===== config.mk =====
export PLATFORM = sky130hd
export DESIGN_NAME = spi_slave_command_mailbox_unit
export DESIGN_NICKNAME = d
export VERILOG_FILES = /design/src/rtl/sscm_pkg.sv /design/src/rtl/sscm_ring_ram.sv /design/src/rtl/spi_slave_command_mailbox_unit.sv
export SDC_FILE = /design/constraint.sdc
export NUM_CORES = 1
export LEC_CHECK = 0
export BUFFER_PORTS_ARGS = -buffer_cell sky130_fd_sc_hd__buf_2
export CORE_MARGIN = 4
export CORE_UTILIZATION = 40
export CTS_BUF_LIST = sky130_fd_sc_hd__clkbuf_4 sky130_fd_sc_hd__clkbuf_8
export DETAILED_ROUTE_END_ITERATION = 7
export PLACE_DENSITY = 0.66
export SYNTH_ARGS = -nofsm -noshare
export SYNTH_HDL_FRONTEND = slang
export SYNTH_SLANG_ARGS = --single-unit

===== constraint.sdc =====
create_clock -name clock -period 3.19 [get_ports clock]
set_clock_uncertainty 0.05 [all_clocks]
set_input_delay 0.4785 -clock clock [delete_from_list [all_inputs] [get_ports clock]]
set_output_delay 0.4785 -clock clock [all_outputs]
set_load 0.005 [all_outputs]

===== src/rtl/sscm_pkg.sv =====
// package for the spi slave command mailbox
// item types, register indexes and command codes; no dependencies
package sscm_pkg;

   localparam int unsigned RING_DEPTH_DEFAULT = 8;

   localparam int unsigned BYTE_W  = 8;
   localparam int unsigned ACTION_W = 2;
   localparam int unsigned CSR_INDEX_W = 1;

   localparam logic [BYTE_W-1:0] ACK_CODE_RESET  = 8'd6;
   localparam logic [BYTE_W-1:0] NACK_CODE_RESET = 8'd21;

   localparam logic [BYTE_W-1:0] REQ_STATUS = 8'hC1;
   localparam logic [BYTE_W-1:0] CMD_FIRST  = 8'hA1;
   localparam logic [BYTE_W-1:0] CMD_LAST   = 8'hA3;
   localparam logic [BYTE_W-1:0] CMD_BASE   = 8'hA0;

   localparam logic OP_ENQUEUE = 1'b0;
   localparam logic OP_SHIFT   = 1'b1;

   localparam logic [CSR_INDEX_W-1:0] CSR_ACK_CODE  = 1'b0;
   localparam logic [CSR_INDEX_W-1:0] CSR_NACK_CODE = 1'b1;

   localparam logic [ACTION_W-1:0] ACTION_NONE = 2'd0;

   typedef struct packed {
      logic              op;
      logic [BYTE_W-1:0] data_byte;
   } req_type;

   typedef struct packed {
      logic                tx_valid;
      logic [BYTE_W-1:0]   tx_byte;
      logic                enqueue_busy;
      logic                attention_low;
      logic [ACTION_W-1:0] action;
   } rsp_type;

endpackage


===== src/rtl/sscm_ring_ram.sv =====
// ring storage for the mailbox: one write port, one registered read port
// depends on sscm_pkg for the byte width
module sscm_ring_ram
   import sscm_pkg::*;
#(
   parameter int unsigned DEPTH = RING_DEPTH_DEFAULT
) (
   input  logic                     clock,
   input  logic                     wr_en,
   input  logic [$clog2(DEPTH)-1:0] wr_addr,
   input  logic [BYTE_W-1:0]        wr_data,
   input  logic [$clog2(DEPTH)-1:0] rd_addr,
   output logic [BYTE_W-1:0]        rd_data
);

   logic [BYTE_W-1:0] mem [DEPTH];
   logic [BYTE_W-1:0] rd_data_ff;

   always_ff @(posedge clock) begin
      if (wr_en) begin
         mem[wr_addr] <= wr_data;
      end
      rd_data_ff <= mem[rd_addr];
   end

   assign rd_data = rd_data_ff;

endmodule


===== src/rtl/spi_slave_command_mailbox_unit.sv =====
// spi slave command mailbox: an accepted item is registered, and the result register loads when
// the execute step runs; items are handled one at a time: the ring memory read, then execute
// a stalled result holds the execute step; the next item is taken once it completes
// reset is synchronous: pointers, phase, attention line and result valid clear,
// ack and nack codes return to 6 and 21; ring contents are not cleared
// depends on sscm_pkg and sscm_ring_ram
module spi_slave_command_mailbox_unit
   import sscm_pkg::*;
#(
   parameter int unsigned RING_DEPTH = RING_DEPTH_DEFAULT
) (
   input  logic                   clock,
   input  logic                   reset,
   input  logic                   req_valid,
   output logic                   req_stall,
   input  req_type                req_data,
   output logic                   rsp_valid,
   input  logic                   rsp_stall,
   output rsp_type                rsp_data,
   input  logic                   csr_valid,
   output logic                   csr_ready,
   input  logic [CSR_INDEX_W-1:0] csr_index,
   input  logic [BYTE_W-1:0]      csr_data
);

   localparam int unsigned PTR_W = $clog2(RING_DEPTH);
   localparam logic [PTR_W-1:0] PTR_LAST = PTR_W'(RING_DEPTH - 1);

   typedef enum logic {
      ST_IDLE,
      ST_EXEC
   } state_type;

   typedef enum logic [1:0] {
      PH_WAIT,
      PH_SENT,
      PH_ACKED
   } phase_type;

   state_type         state_ff, state_in;
   phase_type         phase_ff, phase_in;
   req_type           item_ff, item_in;
   logic [PTR_W-1:0]  wr_ptr_ff, wr_ptr_in;
   logic [PTR_W-1:0]  rd_ptr_ff, rd_ptr_in;
   logic              line_ff, line_in;
   logic [BYTE_W-1:0] ack_ff, ack_in;
   logic [BYTE_W-1:0] nack_ff, nack_in;
   logic              rsp_valid_ff, rsp_valid_in;
   rsp_type           rsp_ff, rsp_in;

   logic              exec_go;
   logic              ring_full;
   logic              ring_empty;
   logic              ram_wr_en;
   logic [BYTE_W-1:0] ram_rd_data;
   logic [PTR_W-1:0]  wr_ptr_next;
   logic [PTR_W-1:0]  rd_ptr_next;
   rsp_type           result;

   function automatic logic [PTR_W-1:0] ptr_inc(input logic [PTR_W-1:0] p);
      ptr_inc = (p == PTR_LAST) ? '0 : p + 1'b1;
   endfunction

   sscm_ring_ram #(
      .DEPTH(RING_DEPTH)
   ) u_ring (
      .clock   (clock),
      .wr_en   (ram_wr_en),
      .wr_addr (wr_ptr_ff),
      .wr_data (item_ff.data_byte),
      .rd_addr (rd_ptr_ff),
      .rd_data (ram_rd_data)
   );

   assign wr_ptr_next = ptr_inc(wr_ptr_ff);
   assign rd_ptr_next = ptr_inc(rd_ptr_ff);
   assign ring_full   = (wr_ptr_next == rd_ptr_ff);
   assign ring_empty  = (wr_ptr_ff == rd_ptr_ff);
   assign exec_go     = (state_ff == ST_EXEC) && (!rsp_valid_ff || !rsp_stall);
   assign ram_wr_en   = exec_go && (item_ff.op == OP_ENQUEUE) && !ring_full;

   // item execution
   always_comb begin
      result    = '0;
      phase_in  = phase_ff;
      line_in   = line_ff;
      wr_ptr_in = wr_ptr_ff;
      rd_ptr_in = rd_ptr_ff;
      if (item_ff.op == OP_ENQUEUE) begin
         if (ring_full) begin
            result.enqueue_busy = 1'b1;
         end else begin
            wr_ptr_in = wr_ptr_next;
         end
         line_in = 1'b1;
      end else begin
         case (phase_ff)
            PH_SENT: begin
               if (ring_empty) begin
                  line_in = 1'b0;
               end
               phase_in = PH_WAIT;
            end
            PH_ACKED: begin
               phase_in = PH_WAIT;
            end
            default: begin
               result.tx_valid = 1'b1;
               if (item_ff.data_byte == REQ_STATUS) begin
                  if (!ring_empty) begin
                     result.tx_byte = ram_rd_data;
                     rd_ptr_in      = rd_ptr_next;
                     phase_in       = PH_SENT;
                  end else begin
                     result.tx_byte = nack_ff;
                     phase_in       = PH_WAIT;
                  end
               end else if (item_ff.data_byte >= CMD_FIRST &&
                            item_ff.data_byte <= CMD_LAST) begin
                  result.tx_byte = ack_ff;
                  result.action  = ACTION_W'(item_ff.data_byte - CMD_BASE);
                  phase_in       = PH_ACKED;
               end else begin
                  result.tx_byte = nack_ff;
               end
            end
         endcase
      end
      result.attention_low = line_in;
   end

   // handshake and register next values
   always_comb begin
      state_in     = state_ff;
      item_in      = item_ff;
      rsp_valid_in = rsp_valid_ff && rsp_stall;
      rsp_in       = rsp_ff;
      ack_in       = ack_ff;
      nack_in      = nack_ff;
      case (state_ff)
         ST_IDLE: begin
            if (req_valid) begin
               item_in  = req_data;
               state_in = ST_EXEC;
            end
         end
         ST_EXEC: begin
            if (exec_go) begin
               rsp_valid_in = 1'b1;
               rsp_in       = result;
               state_in     = ST_IDLE;
            end
         end
         default: begin
            state_in = ST_IDLE;
         end
      endcase
      if (csr_valid) begin
         case (csr_index)
            CSR_ACK_CODE:  ack_in  = csr_data;
            CSR_NACK_CODE: nack_in = csr_data;
            default: begin
            end
         endcase
      end
   end

   always_ff @(posedge clock) begin
      if (reset) begin
         state_ff     <= ST_IDLE;
         phase_ff     <= PH_WAIT;
         wr_ptr_ff    <= '0;
         rd_ptr_ff    <= '0;
         line_ff      <= 1'b0;
         ack_ff       <= ACK_CODE_RESET;
         nack_ff      <= NACK_CODE_RESET;
         rsp_valid_ff <= 1'b0;
      end else begin
         state_ff     <= state_in;
         ack_ff       <= ack_in;
         nack_ff      <= nack_in;
         rsp_valid_ff <= rsp_valid_in;
         if (exec_go) begin
            phase_ff  <= phase_in;
            wr_ptr_ff <= wr_ptr_in;
            rd_ptr_ff <= rd_ptr_in;
            line_ff   <= line_in;
         end
      end
      item_ff <= item_in;
      rsp_ff  <= rsp_in;
   end

   assign req_stall = (state_ff != ST_IDLE);
   assign rsp_valid = rsp_valid_ff;
   assign rsp_data  = rsp_ff;
   assign csr_ready = 1'b1;

endmodule


* Yosys cells after proc, flatten, opt, wreduce, memory -nomap -nowiden *
Memory sizes are Yosys's and may differ from the RTL's. A register that Yosys moved wholly into a read port is not among the register bits.
Cells that the tools add are included.

word-level totals
  register bits = 49
  memory bits (writable) = 64
  input port bits = 23
  output and inout port bits = 16
  logic and storage cells = 76
  memories kept = 1

memories
  memory      depth  width  read ports  clocked after memory_dff  write ports  line                 text
  u_ring.mem  8      8      1           1                         1            sscm_ring_ram.sv:16  logic [BYTE_W-1:0] mem [DEPTH];

operators by class
  add/subtract/negate cells = 3
  order comparisons = 2
  equal/unequal tests = 7
  muxes and demuxes = 21
  bitwise logic cells = 7
  reductions and logical operators = 20

operators by type and width
  kind                                                                   number
  8-bit two-way mux                                                      3
  1-bit two-way mux                                                      11
  9-bit two-way mux                                                      1
  8-bit equality test, second input constant                             1
  8-bit greater-or-equal comparator, second input constant               1
  8-bit less-or-equal comparator, second input constant                  1
  2-bit AND reduction                                                    4
  1-bit NOT                                                              7
  3-bit by 1-bit adder with 3-bit output, second input constant          2
  3-bit equality test                                                    2
  3-bit equality test, second input constant                             2
  2-bit two-way mux                                                      3
  3-bit two-way mux                                                      2
  3-bit AND reduction                                                    2
  1-bit logical AND                                                      5
  5-bit AND reduction                                                    1
  5-bit OR reduction                                                     1
  1-bit logical NOT                                                      3
  3-bit nonzero test                                                     1
  3-bit OR reduction                                                     1
  2-bit by 1-bit equality test with 1-bit output, second input constant  1
  2-bit equality test, second input constant                             1
  1-bit one-hot mux with 2 select lines                                  1
  2-bit OR reduction                                                     1
  2 further kinds                                                        2

* Depth between registers and ports, before layout *
  word-level depth = 7
  mapped depth = 6

* Cells and area by module *
Synthesis repeated with hierarchy kept, for this count alone.

unflattened totals
  cell total of the unflattened synthesis = 329
  area total of the unflattened synthesis = 4931.0 um^2

by module, submodules not included
  module                          times used  cells an instance  area each (um^2)  seq. area each (um^2)
  sscm_ring_ram                   1           114                2691.3            2082.0
  spi_slave_command_mailbox_unit  1           215                2239.6            1201.2

* Least setup slack after synthesis *
Ideal clock, no wire load.

  path type = input port to flip-flop
  from = in rsp_stall
  to = mem u_ring.mem[2][0] (enable)
  library setup time = 398 ps
  data arrival time = 2412 ps
  data required time = 2742 ps
  path slack = 330 ps
  cell stages on the path = 4
  buffers on the path = 0
  cell sequence = a21boi_2 > and2b_1 > nand2_1 > nor4b_1

on the way
  word-level cells in the longest chain between the ends = 7

ends and longest elaborated chain
  element                                  line                                  text
  from (decl)                              spi_slave_command_mailbox_unit.sv:18  input logic rsp_stall,
  1-bit logical NOT                        spi_slave_command_mailbox_unit.sv:79  assign exec_go = (state_ff == ST_EXEC) && (!rsp_valid_ff || !rsp_stall);
  1-bit logical OR                         spi_slave_command_mailbox_unit.sv:79
  1-bit logical AND                        spi_slave_command_mailbox_unit.sv:79
  1-bit logical AND (2 in series)          spi_slave_command_mailbox_unit.sv:80  assign ram_wr_en = exec_go && (item_ff.op == OP_ENQUEUE) && !ring_full;
  1-bit two-way mux                        sscm_ring_ram.sv:20                   if (wr_en) begin
  1-bit two-way mux (not written as such)  sscm_ring_ram.sv:21                   mem[wr_addr] <= wr_data;
  to (decl)                                sscm_ring_ram.sv:16

Every way passes these cells.

* Worst setup path after layout *
  from = reg wr_ptr_ff[0]
  to = mem u_ring.mem[2][5] (enable)

on the way
  word-level cells in the longest chain between the ends = 7
  elaborated cells between the ends (all ways) = 8
  those cells by class = add/sub (1); eq/ne (2); mux (3); reduce/logical (2)

ends and longest elaborated chain
  element                                                                        line                                   text
  from (decl)                                                                    spi_slave_command_mailbox_unit.sv:43   logic [PTR_W-1:0] wr_ptr_ff, wr_ptr_in;
  from (signal assigned)                                                         spi_slave_command_mailbox_unit.sv:185  wr_ptr_ff <= wr_ptr_in;
  3-bit by 1-bit adder with 3-bit output or 3-bit equality test (tied branches)  spi_slave_command_mailbox_unit.sv:61   ptr_inc = (p == PTR_LAST) ? '0 : p + 1'b1;
  3-bit two-way mux                                                              spi_slave_command_mailbox_unit.sv:61
  3-bit equality test                                                            spi_slave_command_mailbox_unit.sv:77   assign ring_full = (wr_ptr_next == rd_ptr_ff);
  1-bit logical NOT                                                              spi_slave_command_mailbox_unit.sv:80
  1-bit logical AND                                                              spi_slave_command_mailbox_unit.sv:80
  1-bit two-way mux                                                              sscm_ring_ram.sv:20
  1-bit two-way mux (not written as such)                                        sscm_ring_ram.sv:21

Parallel ways exist; a longest one is shown, timed or not.

==> results_dict.tcl <==
set metrics [dict create \
    netlist_area_um2 4880 \
    clk_pin_slew_ps 70 \
    setup_viol 0 \
    ant_nets 0 \
    cap_violations 0 \
    worst_pin_slew_ps 741 \
    path_max_fanout 13 \
    cp-end-kind "flip-flop" \
    slew_headroom_pct 50.5 \
    core_area_um2 12000 \
    clockBufferDepth 2 \
    cts_hold_buf 0 \
    ys_seq_elements 121 \
    p_int_mw 2.69 \
    power_frac_comb_pct 4.2 \
    layout.cells.non_filler 541 \
    numCtsBuffers 17 \
    remaining_drc_errors 0 \
    clkLatencyLatePin_ps 410 \
    postCtsSetupBuffers 0 \
    start_util_pct 40.8 \
    cts_tree "done" \
    arrival_ps 2530 \
    yosys_warnings 0 \
    share_seq_of_total_power_pct 52.7 \
    nets 410 \
    grt_pass1_vias 2912 \
    reg2reg_depth 7 \
    fmax_ghz 0.406 \
    grtUsageTotal_pct 14.0 \
    finalSetupTns_ps 0 \
    async_flop_share_pct 0 \
    yosysUniqueCellTypes 44 \
    gp_congestion 0.781 \
    rows 40 \
    rsz0062_at_grt "false" \
    reg2reg_from "wr_ptr_ff[0]" \
    hp-class "in -> reg" \
    fin_util_pct 47.5 \
    routed_wl_um 9330 \
    cts_max_level 4 \
    crit_type "reg -> reg" \
    synthCells 329 \
    drive_above_1_share_pct 28.4 \
    p_clk_share_pct 43.1 \
    crit_path_cell_trace "ha_1, ha_1, or3_1, nand4_1, nand2_1, nor4b_1, buf_4" \
    power_switching_mw 0.667 \
    power.density_nw_per_um2 591 \
    ys_seq_area_share_pct 67.3 \
    dp_cells 509 \
    seqCellArea_um2 3280 \
    synth_top_area_share_pct 52.9 \
    post-route-period-util_pct 77.1 \
    io_buffers 37 \
    cts-root-buf "clkbuf_8" \
    cts.sinks 121 \
    grt_max_degree 30 \
    ir_drop_v 0.000283 \
    via_count 2819 \
    period_minus_slack_ps 2460 \
    hpwl_um 6320 \
    hp-start "req_data[8]" \
    p_leak_nw 1.94 \
    fillers 1040 \
    start_kind "flip-flop" \
    cp.required_ps 3260 \
    synth_top_flop_cell "edfxtp_1" \
    dieArea_um2 14000 \
    crit_path_frequent_cell "ha_1" \
    status "completed" \
    pin_count 39 \
    holdPathEnd "item_ff[8]" \
    wire_per_inst_um 17.2 \
    die_x_um 118 \
    synth_enable_flop_cells 86 \
    multiInputGateArea_um2 1490 \
    synth_area_per_cell_um2 14.8 \
    antenna_found_initial 0 \
    dr.first_iter.drc_count 127 \
    reg2reg_to "u_ring.mem[2][5]" \
    place_ws_ps 780 \
    synth.net_count 358 \
    fin_ws_ps 730 \
    grt-ovfl-total 0 \
    die_h_um 118 \
    slowest_delay_ps 420 \
    diodes 0 \
    slowest_stage "dfxtp_1" \
    grt_pass1_wl_um 15100 \
    finalHoldViolations 0 \
    drt-vias-per-instance 5.21 \
    maxSlewViolCount 0 \
    yosysTopAreaCell "edfxtp_1" \
    r2r_slack_ps 730 \
    yosys-top-cells-area "edfxtp_1 (53%), dfxtp_1 (14%), mux4_2 (7.4%)" \
    dr.pass1.iters 5 \
    min_path_cells 1 \
    switching_share_pct 19.9 \
    syn_to_final_growth_pct 16.4 \
    post_cts_resize_count 0 \
    power_mw 3.36 \
]
==> layout by cell type (no fill, tap or decap), types with 6 or more instances in the layout <==
| cell | instances |
|---|---|
| mux4_2 | 16 |
| o22ai_1 | 9 |
| nor3_1 | 6 |
| mux2i_1 | 16 |
| a21oi_1 | 18 |
| ha_1 | 6 |
| buf_4 | 13 |
| nand2_1 | 40 |
| nor2_1 | 7 |
| mux2_2 | 8 |
| dfxtp_1 | 35 |
| buf_2 | 37 |
| o21ai_0 | 9 |
| edfxtp_1 | 86 |
| clkbuf_8 | 18 |
==> worst max-delay path, delay by kind of cell (launching register included) <==
family	cells	cell delay, ps
simple gates	4	1000
fa+ha+maj	2	460
flops	1	420
buf+inv	1	230
==> power groups by stage <==
| stage | registers, mW | clock network, mW | logic (mW) |
|---|---|---|---|
| after CTS | 1.77 | 1.48 | 0.143 |
| after global routing | 1.77 | 1.55 | 0.157 |
| after global placement | 1.80 | 0 | 0.139 |
| after detailed placement | 1.80 | 0 | 0.142 |
| after floorplan | 1.79 | 0 | 0.0900 |
| final | 1.77 | 1.45 | 0.141 |
==> cell families (layout without fill, tap and decap cells) <==
kind of cell | after synthesis | count (layout) | synth area share, %
other | 1 | 1 | 0.0768
flip-flops | 121 | 121 | 67.3
adder cells (fa/ha/maj) | 6 | 6 | 1.54
AO/OA/AOI/OAI | 39 | 39 | 4.46
multiplexers | 40 | 40 | 12.5
XOR/XNOR | 5 | 5 | 0.897
AND/OR/NAND/NOR | 97 | 97 | 11.1
buffers and inverters | 20 | 85 | 2.18
==> stage by stage <==
stage                     instance area, um^2  hold slack [ps]
final                                    5680              185
after detailed placement                 5250              404
after floorplan                          4880              386
after CTS                                5680              152
after global routing                     5680              146
after global placement                   5250              392
==> area by class of cell <==
type                       count  share of cell area, %
clock buffer                  22                   4.89
clock inverter                10                   2.62
inverter                       3                  0.198
multi-input combinational    188                   26.2
sequential                   121                   57.8
tap                          147                   3.24
timing repair buffer          50                   4.98
==> how the worst max path moves through the flow <==
| stage | startpoint | endpoint | slack [ps] | cells after the start |
|---|---|---|---|---|
| global placement | wr_ptr_ff[0] | u_ring.mem[2][0] | 860 | 7 |
| CTS | wr_ptr_ff[0] | u_ring.mem[2][5] | 750 | 7 |
| finish | wr_ptr_ff[0] | u_ring.mem[2][5] | 730 | 7 |
| detailed placement | wr_ptr_ff[0] | u_ring.mem[2][0] | 780 | 7 |
| floorplan | rsp_stall | u_ring.mem[2][0] | 330 | 4 |
| global route | wr_ptr_ff[0] | u_ring.mem[2][5] | 520 | 7 |
==> sequential cells by signal, indices dropped and copies added, names as in the netlist <==
name,cells
u_ring.mem,64
rsp_data,13
item_ff,9
ack_ff,8
nack_ff,8
u_ring.rd_data,8
rd_ptr_ff,3
wr_ptr_ff,3
phase_ff,2
line_ff,1
req_stall,1
rsp_valid,1
==> metal layers <==
| layer | vias to the layer above | share of wire [%] | global-route usage [%] |
|---|---|---|---|
| met5 | - | 0 | 0 |
| met4 | 0 | 0.75 | 4.42 |
| met3 | 7 | 4.8 | 4.64 |
| met2 | 63 | 50 | 22.6 |
| met1 | 1398 | 44 | 17.8 |
| li1 | 1351 | - | - |
==> cell usage after synthesis (6+ instances only) <==
master and number:
clkbuf_1 7, mux4_2 16, nor2_1 7, mux2_2 8, nand2_1 40, mux2i_1 16
a21oi_1 18, ha_1 6, dfxtp_1 35, o21ai_0 9, o22ai_1 9, edfxtp_1 86
nor3_1 6
Note: power is estimated with default switching activity, not from simulation.
